File: config.mk
export PLATFORM = sky130hd
export DESIGN_NAME = hntl_ctrl
export DESIGN_NICKNAME = d
export VERILOG_FILES = /design/src/rtl/hntl_pkg.sv /design/src/rtl/hntl_ctrl.sv
export SDC_FILE = /design/constraint.sdc
export NUM_CORES = 1
export LEC_CHECK = 0
export BUFFER_PORTS_ARGS = -buffer_cell sky130_fd_sc_hd__buf_2
export CAP_MARGIN = 10
export CORE_AREA = 3 3 40 42
export CTS_BUF_LIST = sky130_fd_sc_hd__clkbuf_8
export CTS_CLUSTER_DIAMETER = 60
export DETAILED_ROUTE_END_ITERATION = 6
export DIE_AREA = 0 0 43 45
export SLEW_MARGIN = 10
export SYNTH_ARGS = -nofsm -noshare
export SYNTH_HDL_FRONTEND = slang
export SYNTH_SLANG_ARGS = --single-unit
File: constraint.sdc
create_clock -name i_clk -period 1.2 [get_ports i_clk]
set_clock_uncertainty 0.2 [all_clocks]
set_input_delay 0.12 -clock i_clk [delete_from_list [all_inputs] [get_ports i_clk]]
set_output_delay 0.12 -clock i_clk [all_outputs]
set_load 0.03 [all_outputs]
File: src/rtl/hntl_pkg.sv
package hntl_pkg;

    localparam int TABLE_DEPTH  = 256;
    localparam int IDX_W        = $clog2(TABLE_DEPTH);
    localparam int CNT_W        = IDX_W + 1;
    localparam int MAX_NAME_LEN = 12;
    localparam int START_WEIGHT = 3;
    localparam int WEIGHT_W     = $clog2(START_WEIGHT + MAX_NAME_LEN + 1);
    localparam int SUM_W        = 24;
    localparam int KEY_W        = 32;
    localparam int DATA_W       = 32;
    localparam int CHAR_W       = 8;

    localparam logic REQ_LOAD = 1'b0;
    localparam logic REQ_CHAR = 1'b1;

    typedef enum logic [2:0] {
        ST_IDLE,
        ST_KEY,
        ST_CACHE,
        ST_PROBE,
        ST_CMP,
        ST_FETCH,
        ST_RESP
    } t_state;

    typedef struct packed {
        logic accept;
        logic make_key;
        logic take_cache;
        logic search_init;
        logic probe;
        logic take_mid;
        logic narrow;
        logic fetch;
        logic resp_load;
    } t_dp_cmd;

    typedef struct packed {
        logic last_char;
        logic cache_hit;
        logic range_empty;
        logic cmp_eq;
        logic out_free;
    } t_dp_status;

endpackage

File: src/rtl/hntl_ctrl.sv
module hntl_ctrl (
    input  logic                i_clk,
    input  logic                i_rst_n,
    input  logic                i_in_valid,
    input  hntl_pkg::t_dp_status i_status,
    output hntl_pkg::t_dp_cmd   o_cmd,
    output logic                o_in_stall
);
    import hntl_pkg::*;

    t_state r_state;
    t_state n_state;

    always_ff @(posedge i_clk) begin
        if (!i_rst_n) begin
            r_state <= ST_IDLE;
        end else begin
            r_state <= n_state;
        end
    end

    always_comb begin
        n_state = r_state;
        case (r_state)
            ST_IDLE: begin
                if (i_in_valid && i_status.last_char) begin
                    n_state = ST_KEY;
                end
            end
            ST_KEY: begin
                n_state = ST_CACHE;
            end
            ST_CACHE: begin
                n_state = i_status.cache_hit ? ST_FETCH : ST_PROBE;
            end
            ST_PROBE: begin
                n_state = i_status.range_empty ? ST_RESP : ST_CMP;
            end
            ST_CMP: begin
                n_state = i_status.cmp_eq ? ST_FETCH : ST_PROBE;
            end
            ST_FETCH: begin
                n_state = ST_RESP;
            end
            ST_RESP: begin
                if (i_status.out_free) begin
                    n_state = ST_IDLE;
                end
            end
            default: begin
                n_state = ST_IDLE;
            end
        endcase
    end

    always_comb begin
        o_cmd = '0;
        case (r_state)
            ST_IDLE: begin
                o_cmd.accept = i_in_valid;
            end
            ST_KEY: begin
                o_cmd.make_key = 1'b1;
            end
            ST_CACHE: begin
                o_cmd.take_cache  = i_status.cache_hit;
                o_cmd.search_init = !i_status.cache_hit;
            end
            ST_PROBE: begin
                o_cmd.probe = !i_status.range_empty;
            end
            ST_CMP: begin
                o_cmd.take_mid = i_status.cmp_eq;
                o_cmd.narrow   = !i_status.cmp_eq;
            end
            ST_FETCH: begin
                o_cmd.fetch = 1'b1;
            end
            ST_RESP: begin
                o_cmd.resp_load = i_status.out_free;
            end
            default: begin
                o_cmd = '0;
            end
        endcase
    end

    assign o_in_stall = (r_state != ST_IDLE);

endmodule

==> results by group, run 1 <==
Global routing
  – GRT Total Usage: 11.2%
  – Initial antenna violation count: 0
  – Vias in the first global route: 375
  – Grt total ovfl: 0
  – Largest net degree at the start of global routing: 7
  – Global-route wire length before repair: 1.57 mm

Worst setup path
  – CP required: 0.88 ns
  – Reg2reg path depth: 5
  – Critical Path AT: 1.09 ns
  – Worst-path fanout max: 6
  – CP Launch Type: register
  – Crit. End Element: output port
  – Setup Crit Path Kind: reg -> out

Power
  – VDD IR-drop max: 664 µV
  – Pleak: between 0.2 and 0.3 nW
  – Power Density: 1120 nW/µm²

Placed design
  – Placed instance count: 71
  – Placed cell area: 458 µm²
  – Input/output buffers: 17
  – Placer Congestion: between 0.7 and 0.8
  – Placement Setup Slack: -0.0721 ns
  – HPWL after DPL: ~670 µm

CTS
  – Reg clk slew, reported paths: ~0.03 ns
  – Num CTS Buffers: 3
  – TritonCTS Sinks: 3
  – Clock Latency Late Sink: between 0.2 and 0.25 ns
  – CTS tree: yes
  – CTS H-tree depth: 1
  – Clock root buffer: clkbuf_8
  – Clk buf depth: 2

Synthesis
  – Post-Syn Area: 246 µm²
  – Seq/Total Area, Yosys: 24.4%
  – Post-Synthesis Cells: 33
  – Netlist cell types: 19
  – Syn nets: 41
  – #FFs+latches synth: 3
  – Warnings, synthesis: 0
  – Syn avg cell area: 7.47 µm²

STA
  – Slew @ Worst Pin: 0.241 ns
  – Worst setup margin: -0.212 ns
  – Final Critical Period: 1.41 ns
  – Peak Freq: 0.708 GHz
  – WHS: between 0.08 and 0.09 ns
  – Slew margin rel.: 83.7%
  – Final hold viol count: 0
  – Unrepaired setup endpoints after global routing: yes
  – Fin crit share: 118%
  – Count of final setup violators: 12
  – Slew Limit Fails: 0

Status
  – Status: finished with violations
  – Failing checks: negative setup slack

Min path
  – Hold path depth: 3
  – Worst hold-check path type: in -> reg

Routing
  – TritonRoute pass-1 iters: 4
  – Final WL: 972 µm
  – # DRC: 0
  – Via count: between 300 and 400
  – Routed WL per cell: 12.5 µm
  – DRT iter0 DRCs: 9
  – Vias per cell: 4.73
  – Post-route ant nets: 0

Finish
  – Layout area overhead: 167%
  – Biggest register: r_state
  – Non-Filler Instances: just under 80
  – Commonest non-fill, non-tap cell in the layout: buf_6
  – Fin util: 51.2%
  – Cell area after layout: 658 µm²
  – Largest regs: r_state: 3 flops
  – Layout cells sized above 1: 77.8%
  – Max FFs per register: 3
  – Commonest non-fill, non-tap cells in the layout: 13 x buf_6, 8 x buf_2, 5 x buf_4
  – Fill count: roughly 130
  – Diodes inserted: 0
  – Nets@finish: 72

Die
  – DIE AREA: 1940 µm²
  – # rows: 13
  – Starting Density: 19.2%
  – Die X-Extent: 43 µm
  – IO Count: 18
  – Die H: 45 µm
  – Core Region: 1280 µm²

Flow run
  – Max-cap violations: 0
[final cells by class]
type                            count  area, µm²  share of cell area (%)
Sequential cell                     3       71.3                    10.8
Tap cell                           15       18.8                    2.85
Clock buffer                        3       41.3                    6.27
Clock inverter                      1       3.75                   0.570
Inverter                            3       13.8                    2.09
Timing Repair Buffer               28        244                    37.1
Multi-Input combinational cell     25        265                    40.3
[kinds of logic (layout without fill, tap and decap cells)]
logic type             Yosys count  after routing  synth area share (%)
AND/OR/NAND/NOR                 15             15                  35.0
multiplexers                     1              1                  4.06
buffers and inverters            5             35                  10.7
flip-flops                       3              3                  24.4
AO/OA/AOI/OAI                    9              9                  25.9
[synthesized netlist by cell type (all sizes together)]
cell type	n	share of area (%)
and3	4	10
nor3	2	4.1
dfxtp	3	24
inv	3	4.6
mux2i	1	4.1
o311ai	1	3.6
a2111oi	1	6.1
o21ai	3	6.1
nand2	3	4.6
nand2b	1	2.5
nor3b	2	8.1
nor2	2	3.0
nor4	1	2.5
a211oi	1	3.0
buf	2	6.1
a21oi	2	4.1
o211ai	1	3.0
[where the power goes]
group / total (mW) / switching, mW / internal [mW] / leakage, nW
sequential: 0.140 / 0.0262 / 0.113 / 0.0267
clock: 0.287 / 0.0688 / 0.218 / 0.0269
combinational: 0.310 / 0.160 / 0.150 / 0.218
total: 0.736 / 0.255 / 0.481 / 0.272
[critical path: stages (launching register included)]
cell and delay (ns):
dfxtp_4 0.36, nand2b_4 0.18, nor3b_4 0.18, buf_6 0.15
[stage by stage]
stage	TNS, ns	power (mW)
floorplan	-0.121	0.290
global placement	-0.183	0.372
detailed placement	-0.253	0.373
CTS	-1.67	0.738
global route	-2.22	0.777
finish	-1.68	0.736
[final timing paths]
check / from / end / slack [ns]
min reg2reg: r_state[1]$_SDFFE_PN0P_ / r_state[2]$_SDFFE_PN0P_ / 0.36
max reg2reg: r_state[2]$_SDFFE_PN0P_ / r_state[1]$_SDFFE_PN0P_ / -0.10
max: r_state[0]$_SDFFE_PN0P_ / o_cmd[6] / -0.21
min: i_status[3] / r_state[2]$_SDFFE_PN0P_ / 0.08
[repair_timing]
item	4_1_cts	5_1_grt
setup endpoints to repair	12	13
pin swaps	3	4
gates resized for setup	33	4
hold endpoints to repair	2	2
setup buffers	1	0
hold buffers	2	1
[metal layers]
metal  GRT usage, %  wire length, µm  vias to the layer above  share of wire [%]
met5              0                0                        -                  0
met4           7.23               17                        0                1.7
met3           3.59               52                        2                5.3
met2           17.7              480                       14                 49
met1           13.0              420                      170                 43
li1               -                -                      183                  -
Power figures use the tool's default switching activity.
==> inputs of run 2 (changes only) <==
Clock period 1.2 ns to 1.1 ns, I/O delays scaled along.
==> results by group, run 2 (synthesized netlist as in run 1, its figures left out) <==
CTS
  – Clk buf depth: 2
  – CTS H-tree depth: 1
  – Reg clk slew, reported paths: 0.03 ns
  – Clock root buffer: clkbuf_8
  – Clock Latency Late Sink: 0.22 ns
  – CTS tree: yes
  – TritonCTS Sinks: 3
  – Num CTS Buffers: 3

Die
  – Die H: 45 µm
  – IO Count: 18
  – Core Region: 1280 µm²
  – # rows: 13
  – Die X-Extent: 43 µm
  – Starting Density: 19.2%
  – DIE AREA: 1940 µm²

Finish
  – Commonest non-fill, non-tap cell in the layout: buf_6
  – Largest regs: r_state: 3 flops
  – Nets@finish: 76
  – Layout area overhead: 194%
  – Layout cells sized above 1: 82.1%
  – Fill count: ~110
  – Diodes inserted: 0
  – Max FFs per register: 3
  – Commonest non-fill, non-tap cells in the layout: 18 x buf_6, 7 x buf_2, 5 x buf_4
  – Biggest register: r_state
  – Non-Filler Instances: 82

Status
  – Failing checks: negative setup slack
  – Status: finished with violations

Worst setup path
  – Setup Crit Path Kind: reg -> out
  – R2R setup slack: -0.17 ns
  – CP Launch Type: register
  – Critical Path AT: 1.10 ns
  – CP required: 0.79 ns
  – Crit. End Element: output port
  – Worst r2r src: r_state[2]$_SDFFE_PN0P_
  – Worst-path fanout max: 8
  – RR Endpoint: r_state[2]$_SDFFE_PN0P_
  – Reg2reg path depth: 5
  – CP Launch Point: r_state[0]$_SDFFE_PN0P_

STA
  – Peak Freq: 0.709 GHz
  – Fin crit share: 128%
  – Unrepaired setup endpoints after global routing: yes
  – Slew @ Worst Pin: ~0.26 ns
  – Slew margin rel.: 82.9%
  – Slew Limit Fails: 0
  – Worst setup margin: -0.311 ns
  – Count of final setup violators: 13
  – Final hold viol count: 0
  – Final Critical Period: between 1 and 1.5 ns

Placed design
  – Placer Congestion: 0.715
  – HPWL after DPL: 607 µm
  – Input/output buffers: 17
  – Placed instance count: 71
  – Placement Setup Slack: -0.251 ns

Routing
  – DRT iter0 DRCs: 10
  – Vias per cell: 4.78
  – WL met2: 606 µm
  – Routed wl met3: 73 µm
  – TritonRoute pass-1 iters: 4
  – Routed WL per cell: 14.5 µm
  – DR top layer: met4
  – Post-route ant nets: 0
  – Met1 wire length: 453 µm
  – # DRC: 0
  – Final WL: 1.19 mm
  – Via count: 392

Global routing
  – Vias in the first global route: 407
  – Global-route wire length before repair: 1.90 mm
  – Initial antenna violation count: 0
  – Largest net degree at the start of global routing: 9
  – Grt total ovfl: 0
  – GRT Total Usage: between 10% and 20%

Power
  – Power Density: 1210 nW/µm²
  – Pleak: 0.309 nW
  – VDD IR-drop max: about 580 µV

Min path
  – Worst hold-check path type: in -> reg
  – Hold path depth: 3
  – WHS Endpoint: r_state[1]$_SDFFE_PN0P_
  – Hold Path Origin: i_status[1]

Flow run
  – Max-cap violations: 0
-- run 2: cell count changes in the layout (fill, tap and decap cells not counted), sizes merged --
cell          change
buf               +4
dlygate4sd3       -1
dlymetal6s4s      +1
-- run 2: through the flow --
stage | hold WS [ns] | power (mW) | util, % | TNS, ns | instance area [µm²]
after floorplan | 0.0497 | 0.320 | - | -0.643 | 324
after global placement | 0.187 | 0.404 | 36.2 | -2.32 | 465
after detailed placement | 0.186 | 0.404 | 36.2 | -2.33 | 465
after CTS | 0.0642 | 0.828 | 52.2 | -2.99 | 671
after global routing | 0.103 | 0.915 | 56.4 | -3.47 | 724
final | 0.0799 | 0.879 | 56.4 | -3.03 | 724
-- run 2: routing by layer --
metal / vias up / global-route usage, %
li1: 188 / -
met1: 183 / 14.9
met2: 16 / 23.1
met3: 5 / 3.59
met4: 0 / 10.8
met5: - / 0
-- run 2: power by group --
part | total (mW) | switching [mW] | internal (mW)
clock | 0.336 | 0.0966 | 0.240
sequential | 0.160 | 0.0363 | 0.124
combinational | 0.383 | 0.185 | 0.198
total | 0.879 | 0.318 | 0.561
-- run 2: worst max-delay path by stage --
stage,cells after the start,slack [ns],to
2_1_floorplan,3,-0.14,o_cmd[6]
3_3_place_gp,3,-0.26,o_cmd[2]
3_5_place_dp,3,-0.25,o_cmd[2]
4_1_cts,3,-0.31,o_cmd[6]
5_1_grt,3,-0.35,o_cmd[6]
6_report,3,-0.31,o_cmd[6]
-- run 2: timing repair --
action | in CTS | in global routing
endpoints found under the setup margin | 13 | 13
hold buffers | 2 | 0
setup buffers | 3 | 2
pin swaps | 5 | 4
resized for setup | 35 | 11
endpoints found under the hold margin | 2 | 0
-- run 2: worst max-delay path, stage by stage (launching register included) --
cell,delay (ns)
dfxtp_4,0.37
nand2b_4,0.18
nor3b_4,0.18
buf_6,0.15
-- run 2: cell type report --
| class | instances | area [µm²] | share of cell area, % |
|---|---|---|---|
| inverter | 3 | 16.3 | 2.25 |
| timing repair buffer | 32 | 298 | 41.1 |
| sequential | 3 | 71.3 | 9.84 |
| clock inverter | 1 | 3.75 | 0.518 |
| clock buffer | 3 | 41.3 | 5.70 |
| multi-input combinational | 25 | 275 | 38.0 |
| tap | 15 | 18.8 | 2.59 |
